===== src/sv/rtu_frame_gap_timer_top_macros.svh =====
// Assertion macros shared by the frame gap timer RTL.
`ifndef RTU_FRAME_GAP_TIMER_TOP_MACROS_SVH
`define RTU_FRAME_GAP_TIMER_TOP_MACROS_SVH

// Same-cycle implication, sampled on clk, off while in reset.
`define RTFGT_ASSERT_IMPL(label, ante, cons) \
    label: assert property (@(posedge clk) disable iff (!rst_n) (ante) |-> (cons)) \
        else $error("rtfgt assertion failed");

// Next-cycle implication, sampled on clk, off while in reset.
`define RTFGT_ASSERT_NEXT(label, ante, cons) \
    label: assert property (@(posedge clk) disable iff (!rst_n) (ante) |=> (cons)) \
        else $error("rtfgt assertion failed");

`endif


===== src/sv/rtfgt_pkg.sv =====
// Shared types, codes and helpers of the frame gap timer.
package rtfgt_pkg;

    localparam int TICK_COUNT_BITS = 16;
    localparam int MAX_FRAME_BYTES = 256;
    localparam int LEN_W           = $clog2(MAX_FRAME_BYTES + 1);
    localparam int CFG_W           = 16;
    localparam int CFG_IDX_W       = 2;
    localparam int QDEPTH          = 3;
    localparam int QPTR_W          = $clog2(QDEPTH);
    localparam int QCNT_W          = $clog2(QDEPTH + 1);

    typedef logic [TICK_COUNT_BITS-1:0] cnt_t;
    typedef logic [LEN_W-1:0]           blen_t;

    localparam cnt_t CNT_MAX = '1;

    typedef enum logic [1:0] {
        REQ_TICK    = 2'd0,
        REQ_BYTE    = 2'd1,
        REQ_TXDONE  = 2'd2,
        REQ_TIMEOUT = 2'd3
    } req_t;

    typedef enum logic [1:0] {
        KIND_DATA    = 2'd0,
        KIND_END     = 2'd1,
        KIND_IDLE    = 2'd2,
        KIND_TIMEOUT = 2'd3
    } kind_t;

    typedef enum logic [CFG_IDX_W-1:0] {
        REG_CHAR_GAP  = 2'd0,
        REG_FRAME_GAP = 2'd1,
        REG_MAX_LEN   = 2'd2
    } reg_idx_t;

    typedef struct packed {
        logic [15:0] char_gap;
        logic [15:0] frame_gap;
        logic [8:0]  max_len;
    } cfg_t;

    typedef struct packed {
        kind_t       kind;
        logic [7:0]  data;
        logic        bad;
        logic [8:0]  len;
        logic        last;
    } res_t;

    typedef struct packed {
        logic [QCNT_W-1:0] count;
    } q_status_t;

    // Zero acts as one, anything above the counter range as its maximum.
    function automatic cnt_t eff_thresh(logic [15:0] t);
        logic [32:0] tw;
        tw = 33'(t);
        if (tw == 33'd0)
        begin
            tw = 33'd1;
        end
        if (tw > 33'(CNT_MAX))
        begin
            tw = 33'(CNT_MAX);
        end
        return cnt_t'(tw);
    endfunction

    function automatic blen_t frame_limit(logic [8:0] m);
        if (32'(m) > MAX_FRAME_BYTES)
        begin
            return blen_t'(MAX_FRAME_BYTES);
        end
        return blen_t'(m);
    endfunction

endpackage


===== src/sv/rtfgt_core.sv =====
// Input register, line state and single-pass result logic.
`include "rtu_frame_gap_timer_top_macros.svh"

module rtfgt_core
    import rtfgt_pkg::*;
(
    input  logic       clk,
    input  logic       rst_n,
    input  logic       beat_in,
    input  logic [1:0] req_in,
    input  logic [7:0] byte_in,
    input  cfg_t       cfg,
    output logic       in_flight,
    output logic       res_valid,
    output res_t       res
);

    typedef enum logic [2:0] {
        M_STARTUP,
        M_IDLE,
        M_FRAME,
        M_GAP,
        M_TURN
    } mode_t;

    mode_t      mode_reg, mode_next;
    cnt_t       sc_reg, sc_next;
    blen_t      bc_reg, bc_next;
    logic       err_reg, err_next;
    logic       valid_reg;
    req_t       req_reg;
    logic [7:0] byte_reg;

    cnt_t  sc_inc;
    cnt_t  thr_char;
    cnt_t  thr_frame;
    blen_t limit;
    blen_t bc_base;
    mode_t gap_mode;

    always_ff @(posedge clk or negedge rst_n)
    begin
        if (!rst_n)
        begin
            mode_reg  <= M_STARTUP;
            sc_reg    <= '0;
            bc_reg    <= '0;
            err_reg   <= 1'b0;
            valid_reg <= 1'b0;
        end
        else
        begin
            mode_reg  <= mode_next;
            sc_reg    <= sc_next;
            bc_reg    <= bc_next;
            err_reg   <= err_next;
            valid_reg <= beat_in;
        end
    end

    always_ff @(posedge clk)
    begin
        if (beat_in)
        begin
            req_reg  <= req_t'(req_in);
            byte_reg <= byte_in;
        end
    end

    assign sc_inc    = (sc_reg == CNT_MAX) ? sc_reg : sc_reg + cnt_t'(1);
    assign thr_char  = eff_thresh(cfg.char_gap);
    assign thr_frame = eff_thresh(cfg.frame_gap);
    assign limit     = frame_limit(cfg.max_len);
    assign bc_base   = (mode_reg == M_IDLE) ? '0 : bc_reg;
    assign gap_mode  = (mode_reg == M_FRAME && sc_inc >= thr_char) ? M_GAP : mode_reg;
    assign in_flight = valid_reg;

    always_comb
    begin
        mode_next = mode_reg;
        sc_next   = sc_reg;
        bc_next   = bc_reg;
        err_next  = err_reg;
        res_valid = 1'b0;
        res       = '{kind: KIND_DATA, data: 8'd0, bad: 1'b0, len: 9'd0, last: 1'b0};
        if (valid_reg)
        begin
            case (req_reg)
                REQ_TICK:
                begin
                    if (mode_reg != M_IDLE)
                    begin
                        sc_next = sc_inc;
                        if (mode_reg == M_STARTUP || mode_reg == M_TURN)
                        begin
                            if (sc_inc >= thr_frame)
                            begin
                                mode_next = M_IDLE;
                                sc_next   = '0;
                                res_valid = 1'b1;
                                res.kind  = KIND_IDLE;
                            end
                        end
                        else
                        begin
                            mode_next = gap_mode;
                            if (gap_mode == M_GAP && sc_inc >= thr_frame)
                            begin
                                res_valid = 1'b1;
                                res.kind  = KIND_END;
                                res.bad   = err_reg;
                                res.len   = 9'(bc_reg);
                                res.last  = 1'b1;
                                mode_next = M_IDLE;
                                sc_next   = '0;
                                bc_next   = '0;
                                err_next  = 1'b0;
                            end
                        end
                    end
                end
                REQ_BYTE:
                begin
                    unique case (mode_reg) inside
                        M_STARTUP:
                        begin
                            sc_next = '0;
                        end
                        M_IDLE, M_FRAME:
                        begin
                            mode_next = M_FRAME;
                            sc_next   = '0;
                            bc_next   = bc_base;
                            if (mode_reg == M_IDLE)
                            begin
                                err_next = 1'b0;
                            end
                            if (bc_base < limit)
                            begin
                                bc_next   = bc_base + blen_t'(1);
                                res_valid = 1'b1;
                                res.kind  = KIND_DATA;
                                res.data  = byte_reg;
                            end
                        end
                        M_GAP:
                        begin
                            err_next = 1'b1;
                        end
                        default:
                        begin
                            // turnaround: byte ignored
                        end
                    endcase
                end
                REQ_TXDONE:
                begin
                    mode_next = M_TURN;
                    sc_next   = '0;
                    bc_next   = '0;
                    err_next  = 1'b0;
                end
                default:
                begin
                    if (mode_reg == M_IDLE)
                    begin
                        res_valid = 1'b1;
                        res.kind  = KIND_TIMEOUT;
                    end
                end
            endcase
        end
    end

    `RTFGT_ASSERT_IMPL(a_idle_count_clear, mode_reg == M_IDLE, sc_reg == '0)
    `RTFGT_ASSERT_IMPL(a_len_in_range, 1'b1, 32'(bc_reg) <= MAX_FRAME_BYTES)
    `RTFGT_ASSERT_NEXT(a_end_goes_idle, res_valid && res.kind == KIND_END,
                       mode_reg == M_IDLE && bc_reg == '0)

endmodule


===== src/sv/rtfgt_outq.sv =====
// Three-entry result queue feeding the output channel.
`include "rtu_frame_gap_timer_top_macros.svh"

module rtfgt_outq
    import rtfgt_pkg::*;
(
    input  logic      clk,
    input  logic      rst_n,
    input  logic      push,
    input  res_t      push_res,
    input  logic      pop,
    output logic      head_valid,
    output res_t      head_res,
    output q_status_t status
);

    res_t              mem_reg [QDEPTH];
    logic [QPTR_W-1:0] wr_ptr_reg, rd_ptr_reg;
    logic [QCNT_W-1:0] count_reg, count_next;

    function automatic logic [QPTR_W-1:0] ptr_inc(logic [QPTR_W-1:0] p);
        return (32'(p) == QDEPTH - 1) ? '0 : p + QPTR_W'(1);
    endfunction

    always_comb
    begin
        count_next = count_reg;
        if (push && !pop)
        begin
            count_next = count_reg + QCNT_W'(1);
        end
        else if (pop && !push)
        begin
            count_next = count_reg - QCNT_W'(1);
        end
    end

    always_ff @(posedge clk or negedge rst_n)
    begin
        if (!rst_n)
        begin
            wr_ptr_reg <= '0;
            rd_ptr_reg <= '0;
            count_reg  <= '0;
        end
        else
        begin
            if (push)
            begin
                wr_ptr_reg <= ptr_inc(wr_ptr_reg);
            end
            if (pop)
            begin
                rd_ptr_reg <= ptr_inc(rd_ptr_reg);
            end
            count_reg <= count_next;
        end
    end

    always_ff @(posedge clk)
    begin
        if (push)
        begin
            mem_reg[wr_ptr_reg] <= push_res;
        end
    end

    assign head_valid   = (count_reg != '0);
    assign head_res     = mem_reg[rd_ptr_reg];
    assign status.count = count_reg;

    `RTFGT_ASSERT_IMPL(a_no_push_full, push, 32'(count_reg) < QDEPTH)
    `RTFGT_ASSERT_IMPL(a_pop_has_data, pop, count_reg != '0)
    `RTFGT_ASSERT_NEXT(a_drain_last, pop && !push && count_reg == QCNT_W'(1), !head_valid)

endmodule


===== src/sv/rtu_frame_gap_timer_top.sv =====
// Top level of the serial frame gap timer: config registers and channel glue.
//
// Serial frame gap timer. Each input beat is one event: a timer tick, a
// received byte (rx_byte), a transmit-done or a response timeout. The
// block counts ticks of line silence to split the byte stream into frames:
// after reset it waits frame_gap_ticks (t3.5) of silence before reporting
// the line idle; the first byte on an idle line opens a frame, every byte
// kept is forwarded as a data beat and restarts the count; char_gap_ticks
// (t1.5) of silence closes the frame and frame_gap_ticks of silence emits a
// frame end beat carrying the length and a bad flag (set when bytes arrived
// between t1.5 and t3.5; those bytes are dropped). Bytes beyond
// max_frame_len are dropped. Transmit-done abandons any frame and starts a
// t3.5 turnaround wait ending in a line idle beat. Each event gives zero or
// one result beat.
// Timing: one event per clock is accepted while in_stall is low. An event
// is registered on entry and its result lands in a three-entry output
// queue on the next edge. in_stall rises only when the queue together
// with the event in flight would fill it, i.e. when the output side has
// stalled for a while. Configuration must be written by the user through
// cfg_we/cfg_index/cfg_data only while the block is idle; the block does
// not enforce it. Index 0 char_gap_ticks, 1 frame_gap_ticks, 2 max_frame_len.
module rtu_frame_gap_timer_top
    import rtfgt_pkg::*;
(
    input  logic                 clk,
    input  logic                 rst_n,
    input  logic                 in_valid,
    output logic                 in_stall,
    input  logic [1:0]           req_type,
    input  logic [7:0]           rx_byte,
    output logic                 out_valid,
    input  logic                 out_stall,
    output logic [1:0]           result_kind,
    output logic [7:0]           data_byte,
    output logic                 frame_bad,
    output logic [8:0]           frame_len,
    output logic                 frame_last,
    input  logic                 cfg_we,
    input  logic [CFG_IDX_W-1:0] cfg_index,
    input  logic [CFG_W-1:0]     cfg_data
);

    cfg_t      cfg_reg;
    logic      beat_in;
    logic      in_flight;
    logic      res_valid;
    res_t      res;
    res_t      head_res;
    q_status_t q_status;
    logic      pop;

    // Config registers; an index beyond the list is ignored.
    always_ff @(posedge clk or negedge rst_n)
    begin
        if (!rst_n)
        begin
            cfg_reg.char_gap  <= 16'd15;
            cfg_reg.frame_gap <= 16'd35;
            cfg_reg.max_len   <= 9'd256;
        end
        else if (cfg_we)
        begin
            unique case (cfg_index)
                REG_CHAR_GAP:  cfg_reg.char_gap  <= cfg_data;
                REG_FRAME_GAP: cfg_reg.frame_gap <= cfg_data;
                REG_MAX_LEN:   cfg_reg.max_len   <= cfg_data[8:0];
                default:       ;
            endcase
        end
    end

    // Reserve a queue slot for the event already in the input register.
    assign in_stall = (32'(q_status.count) + 32'(in_flight)) >= QDEPTH;
    assign beat_in  = in_valid && !in_stall;
    assign pop      = out_valid && !out_stall;

    rtfgt_core u_core (
        .clk       (clk),
        .rst_n     (rst_n),
        .beat_in   (beat_in),
        .req_in    (req_type),
        .byte_in   (rx_byte),
        .cfg       (cfg_reg),
        .in_flight (in_flight),
        .res_valid (res_valid),
        .res       (res)
    );

    rtfgt_outq u_outq (
        .clk        (clk),
        .rst_n      (rst_n),
        .push       (res_valid),
        .push_res   (res),
        .pop        (pop),
        .head_valid (out_valid),
        .head_res   (head_res),
        .status     (q_status)
    );

    assign result_kind = head_res.kind;
    assign data_byte   = head_res.data;
    assign frame_bad   = head_res.bad;
    assign frame_len   = head_res.len;
    assign frame_last  = head_res.last;

endmodule


===== config.mk =====
export PLATFORM = sky130hd
export DESIGN_NAME = rtu_frame_gap_timer_top
export DESIGN_NICKNAME = d
export VERILOG_FILES = /design/src/sv/rtfgt_pkg.sv /design/src/sv/rtfgt_core.sv /design/src/sv/rtfgt_outq.sv /design/src/sv/rtu_frame_gap_timer_top.sv
export VERILOG_INCLUDE_DIRS = /design/src /design/src/sv
export SDC_FILE = /design/constraint.sdc
export NUM_CORES = 1
export LEC_CHECK = 0
export ABC_AREA = 1
export BUFFER_PORTS_ARGS = -buffer_cell sky130_fd_sc_hd__buf_2
export CORE_UTILIZATION = 52
export DETAILED_ROUTE_END_ITERATION = 8
export PLACE_DENSITY = 0.78
export SKIP_LAST_GASP = 1
export SLEW_MARGIN = 20
export SYNTH_ARGS = -nofsm -noshare
export SYNTH_HDL_FRONTEND = slang
export SYNTH_SLANG_ARGS = --single-unit

===== constraint.sdc =====
create_clock -name clk -period 12.6 [get_ports clk]
set_clock_uncertainty 0.15 [all_clocks]
set_input_delay 1.26 -clock clk [delete_from_list [all_inputs] [get_ports clk]]
set_output_delay 1.26 -clock clk [all_outputs]
set_load 0.01 [all_outputs]

==> impl_metrics.yaml, run 1 <==
power:
  seq_power_share_pct: 40.4
  leakage_nw: 4.33
  ir_drop_v: 0.000113
  p_sw_share_pct: 37.2
  p_clk_share_pct: 30.5
  powerDensity_mw_per_mm2: 187
  pwr-share-comb_pct: 29.1
  p_switching_mw: 0.626
  p_int_mw: 1.05
run_status:
  status: "finished with violations"
  violations: "DRC"
placed_design:
  port_buffers: 55
  place_ws_ns: 8.21
  dp_hpwl_um: 11300
  gp_congestion: 0.865
  placed_cells: 1111
  dpl-instance-area_mm2: 0.00838
drt:
  drt_first_pass_iters: 7
  viasPerCell: 5.27
  wl_um: 16400
  drtIter0Drc: 413
  drc: 3
  vias: 6023
  wire_per_inst_um: 14.4
  postRouteAntennaNets: 0
hold_path:
  holdPathEnd: "cfg_reg[14]"
  hp-class: "register to register"
  whs_path_depth: 2
  hp-start: "cfg_reg[14]"
clocking:
  cts_root_buf: "clkbuf_16"
  ctsHoldBuffers: 0
  cts.clk_slew.worst_paths_ns: 0.07
  numCtsBuffers: 17
  clk_latency_ns: 0.43
  tritoncts: "yes"
  cts_buffer_depth: 2
  cts.sinks: 150
  htreeDepth: 4
  cts_resized: 0
  postCtsSetupBuffers: 0
sta:
  min_period_ns: 4.44
  hold_viol: 0
  finalSetupViolations: 0
  slew_violations: 0
  final.setup.worst_slack_ns: 8.16
  fmax_mhz: 225
  setup_tns_ns: 0
  period_share_pct: 35.3
  tightest_slew_ns: 1.05
  rsz0062_at_grt: "no"
  max_slew_margin_pct: 29.9
worst_setup_path:
  crit_chain: "ha_1 -> inv_1 -> nor2_2 -> nand3_1 -> nor2_2 -> nand2_2 -> nand2_1 -> xor2_1 -> inv_1 -> ha_1 -> nand4_1 -> nor3_1 -> nand3_1 -> nand3_2 -> nand2_1 -> nand2_1 -> nor2_1 -> nand2_1 -> nand2_1 -> nor2_2"
  arrival_ns: 4.34
  endpoint_kind: "register"
  crit_required_ns: 12.50
  crit_buf_inv: 2
  path_class: "register to register"
  start_kind: "register"
  crit_path_top_delay_cell: "nor2_2"
  r2r_slack_ns: 8.16
  timing.critical_path.from: "u_core.sc_reg[0]"
  critPathMaxFanout: 21
  cp_common_cell: "nand2_1"
  crit-reg2reg-capture: "u_outq.mem_reg[2][1]"
  cp_slowest_stage_delay_ns: 0.82
  cp_top_family: "simple AND/OR/NAND/NOR gates"
  r2r_start: "u_core.sc_reg[0]"
  reg2reg_depth: 20
finish:
  instances_no_fill: 1143
  largest_reg_flops: 63
  syn2layout_area_growth_pct: 13.1
  final_cell_mix: "196 x nand2_1, 158 x inv_1, 73 x edfxtp_1"
  nNetsFinal: 1029
  drive_gt1_share_pct: 13.3
  final_core_util_pct: 61.0
  stdcell_area_mm2: 0.00900
  final_common_cell: "nand2_1"
  num_antenna_cells: 0
synthesis:
  synth-seq-cells: 150
  seq_area_frac_synth_pct: 51.9
  synth_edf_count: 73
  syn_avg_cell_area_um2: 8.93
  synthArstFlopShare_pct: 51.3
  synth.top_cell.area_share_pct: 27.6
  synth.distinct_cells: 39
  yosysTopAreaCell: "edfxtp_1"
  synth_area_leaders: "edfxtp_1 28%, dfrtp_1 22%, nand2_1 9.2%, ha_1 7.9%, inv_1 7.5%"
  netlist_area_mm2: 0.00795
  synth_nets: 974
  netlist_instances: 891
  synth_top_flop_cell: "edfxtp_1"
  yosys_warnings: 0
floorplanning:
  core_area_mm2: 0.0148
  die_x_um: 126
  rows: 44
  die_area_mm2: 0.0158
  start_util_pct: 53.9
  die_h_um: 126
  ios: 56
global_route:
  grt_max_degree: 78
  grt_pass1_vias: 5889
  grt_overflow: 0
  grt_pass1_wl_um: 28000
  antenna_found_initial: 0
  track_usage_pct: 22.6
job:
  maxCapViolations: 0
[final cells by class]
| class | instances | area [µm²] |
|---|---|---|
| Inverter | 163 | 612 |
| Sequential cell | 150 | 4130 |
| Tap cell | 184 | 230 |
| Clock inverter | 15 | 184 |
| Timing Repair Buffer | 55 | 282 |
| Multi-Input combinational cell | 559 | 3130 |
| Clock buffer | 17 | 425 |
| Fill cell | 1218 | 5760 |
[worst max-delay path by stage]
stage                            end  slack, ns  cells past startpoint
3_5_place_dp    u_outq.mem_reg[2][4]       8.21                     20
4_1_cts         u_outq.mem_reg[2][1]       8.14                     20
5_1_grt        u_outq.mem_reg[2][10]       7.77                     20
2_1_floorplan   u_outq.mem_reg[2][0]       8.54                     20
3_3_place_gp    u_outq.mem_reg[2][9]       8.34                     20
6_report        u_outq.mem_reg[2][1]       8.16                     20
[worst reg2reg max path, stage by stage, from the launching register on]
cell and delay [ns]:
dfrtp_1 0.40, ha_1 0.26, inv_1 0.09, nor2_2 0.17, nand3_1 0.14, nor2_2 0.19, nand2_2 0.11, nand2_1 0.09
xor2_1 0.19, inv_1 0.08, ha_1 0.29, nand4_1 0.09, nor3_1 0.22, nand3_1 0.14, nand3_2 0.18, nand2_1 0.10
nand2_1 0.07, nor2_1 0.04, nand2_1 0.10, nand2_1 0.14, nor2_2 0.82
[routing by layer]
metal | track usage [%] | share of wire [%] | up-vias
met2 | 36.3 | 47 | 143
met4 | 7.25 | 0.88 | 0
met1 | 31.3 | 48 | 2820
met5 | 0 | 0 | -
li1 | - | - | 3046
met3 | 3.99 | 4.1 | 14
[through the flow]
stage / total power, mW / hold WS, ns
2_1_floorplan: 1.02 / 0.303
5_1_grt: 1.79 / 0.363
6_report: 1.68 / 0.341
3_5_place_dp: 1.17 / 0.333
4_1_cts: 1.69 / 0.343
3_3_place_gp: 1.16 / 0.319
[kinds of logic after synthesis]
logic type               after synthesis  synth area share, %
AO/OA/AOI/OAI                        145                 10.5
adder cells (fa/ha/maj)               50                 7.87
flip-flops                           150                 51.9
buffers and inverters                182                 8.78
XOR/XNOR                               9                0.991
AND/OR/NAND/NOR                      355                 20.0
[synthesized netlist by cell type, types with 4 or more instances]
| cell | count |
|---|---|
| nand2_1 | 196 |
| inv_1 | 158 |
| edfxtp_1 | 73 |
| dfrtp_1 | 69 |
| o21ai_0 | 64 |
| nor2_1 | 54 |
| nand3_1 | 53 |
| ha_1 | 50 |
| a21oi_1 | 29 |
| o211ai_1 | 21 |
| clkbuf_1 | 15 |
| nand4_1 | 13 |
| o21ai_1 | 13 |
| dfstp_2 | 8 |
| nor3_1 | 8 |
| nor4_1 | 7 |
| xor2_1 | 7 |
| nor2_2 | 6 |
| o22ai_1 | 6 |
| inv_2 | 5 |
| nand2_2 | 4 |
| o21bai_1 | 4 |
[power by group through the flow]
| stage | clock network [mW] | logic [mW] | registers (mW) |
|---|---|---|---|
| 3_5_place_dp | 0 | 0.487 | 0.686 |
| 5_1_grt | 0.536 | 0.560 | 0.689 |
| 2_1_floorplan | 0 | 0.370 | 0.651 |
| 4_1_cts | 0.519 | 0.493 | 0.678 |
| 3_3_place_gp | 0 | 0.478 | 0.683 |
| 6_report | 0.513 | 0.489 | 0.678 |
Power figures use the tool's default switching activity.
==> run 2: changes to the inputs <==
Clock period 12.6 ns to 4.1 ns, I/O delays scaled along.
==> impl_metrics.yaml, run 2 (same netlist as run 1, synthesis figures left out) <==
worst_setup_path:
  cp_common_cell: "nand2_1"
  critPathMaxFanout: 6
  arrival_ns: 4.02
  cp_top_family: "simple AND/OR/NAND/NOR gates"
  crit_required_ns: 4.24
  endpoint_kind: "register"
  path_class: "register to register"
  start_kind: "register"
  cp_slowest_stage_delay_ns: 0.40
  crit_path_top_delay_cell: "dfrtp_1"
  crit_buf_inv: 3
drt:
  wl_um: 16500
  wire_per_inst_um: 14.2
  postRouteAntennaNets: 0
  drtIter0Drc: 386
  drc: 3
  drt_first_pass_iters: 7
  viasPerCell: 5.32
  vias: 6164
floorplanning:
  die_h_um: 126
  rows: 44
  ios: 56
  start_util_pct: 53.9
  core_area_mm2: 0.0148
  die_x_um: 126
  die_area_mm2: 0.0158
clocking:
  cts_root_buf: "clkbuf_16"
  numCtsBuffers: 17
  cts_buffer_depth: 2
  cts.sinks: 150
  htreeDepth: 4
  cts.clk_slew.worst_paths_ns: 0.06
  tritoncts: "yes"
  clk_latency_ns: 0.42
placed_design:
  port_buffers: 55
  placed_cells: 1116
  dp_hpwl_um: 11200
  gp_congestion: 0.888
  place_ws_ns: 0.156
finish:
  largest_reg_flops: 63
  drive_gt1_share_pct: 15.4
  instances_no_fill: 1159
  final_core_util_pct: 62.2
  num_antenna_cells: 0
  nNetsFinal: 1045
  final_cell_mix: "192 x nand2_1, 158 x inv_1, 73 x edfxtp_1"
  final_common_cell: "nand2_1"
  syn2layout_area_growth_pct: 15.5
run_status:
  violations: "DRC, hold timing"
  status: "finished with violations"
hold_path:
  hp-class: "input port to asynchronous set/reset pin"
sta:
  tightest_slew_ns: 1.03
  min_period_ns: 3.87
  slew_violations: 0
  hold_viol: 3
  max_slew_margin_pct: 30.9
  hold_ws_ns: -0.00326
  period_share_pct: 94.5
  fmax_mhz: 258
  setup_tns_ns: 0
  final.setup.worst_slack_ns: 0.226
  finalSetupViolations: 0
global_route:
  grt_pass1_vias: 5795
  grt_max_degree: 78
  grt_overflow: 0
  grt_pass1_wl_um: 27400
  antenna_found_initial: 0
  track_usage_pct: 22.1
job:
  maxCapViolations: 0
power:
  ir_drop_v: 0.000362
  powerDensity_mw_per_mm2: 554
  leakage_nw: 4.43
==> run 2: metrics by stage <==
step	power (mW)	instance area, µm²	hold slack (ns)
2_1_floorplan	3.14	7950	-0.0356
3_3_place_gp	3.57	8450	0.319
3_5_place_dp	3.61	8450	0.325
4_1_cts	5.09	9050	0.00116
5_1_grt	5.41	9180	0.00336
6_report	5.09	9180	-0.00326
==> run 2: per-layer routing <==
metal / up-vias / share of wire (%) / global-route usage, % / routed length (µm)
met3: 26 / 5.6 / 4.72 / 914
met4: 0 / 1.7 / 7.89 / 280
li1: 3085 / - / - / -
met1: 2852 / 46 / 29.6 / 7520
met5: - / 0 / 0 / 0
met2: 201 / 47 / 35.6 / 7740
==> run 2: area by class of cell <==
type	count	area, µm²
Clock buffer	17	425
Clock inverter	15	138
Fill cell	1202	5570
Inverter	163	612
Multi-Input combinational cell	559	3200
Sequential cell	150	4130
Tap cell	184	230
Timing Repair Buffer	71	448
==> run 2: power breakdown <==
group | total (mW) | internal, mW | switching [mW]
registers | 2.08 | 1.86 | 0.222
logic | 1.55 | 0.542 | 1.01
clock network | 1.46 | 0.800 | 0.659
==> run 2: worst paths after layout <==
check	from	endpoint	slack (ns)	depth (start not counted)
hold reg to reg	cfg_reg[16]	cfg_reg[16]	0.34	2
min in group clk	req_type[0]	u_core.req_reg[0]	0.02	1
setup reg to reg	u_core.sc_reg[13]	u_outq.status[1]	0.23	25
hold / removal	rst_n	cfg_reg[36]	-0.003	1
max in group asynchronous	rst_n	u_core.sc_reg[2]	3.13	1
setup / recovery	u_core.sc_reg[13]	u_outq.status[1]	0.23	25
==> run 2: what timing repair did <==
action	CTS	global route
hold buffers	3	2
endpoints found under the setup margin	0	66
setup buffers	0	6
endpoints found under the hold margin	3	2
gates resized for setup	0	19
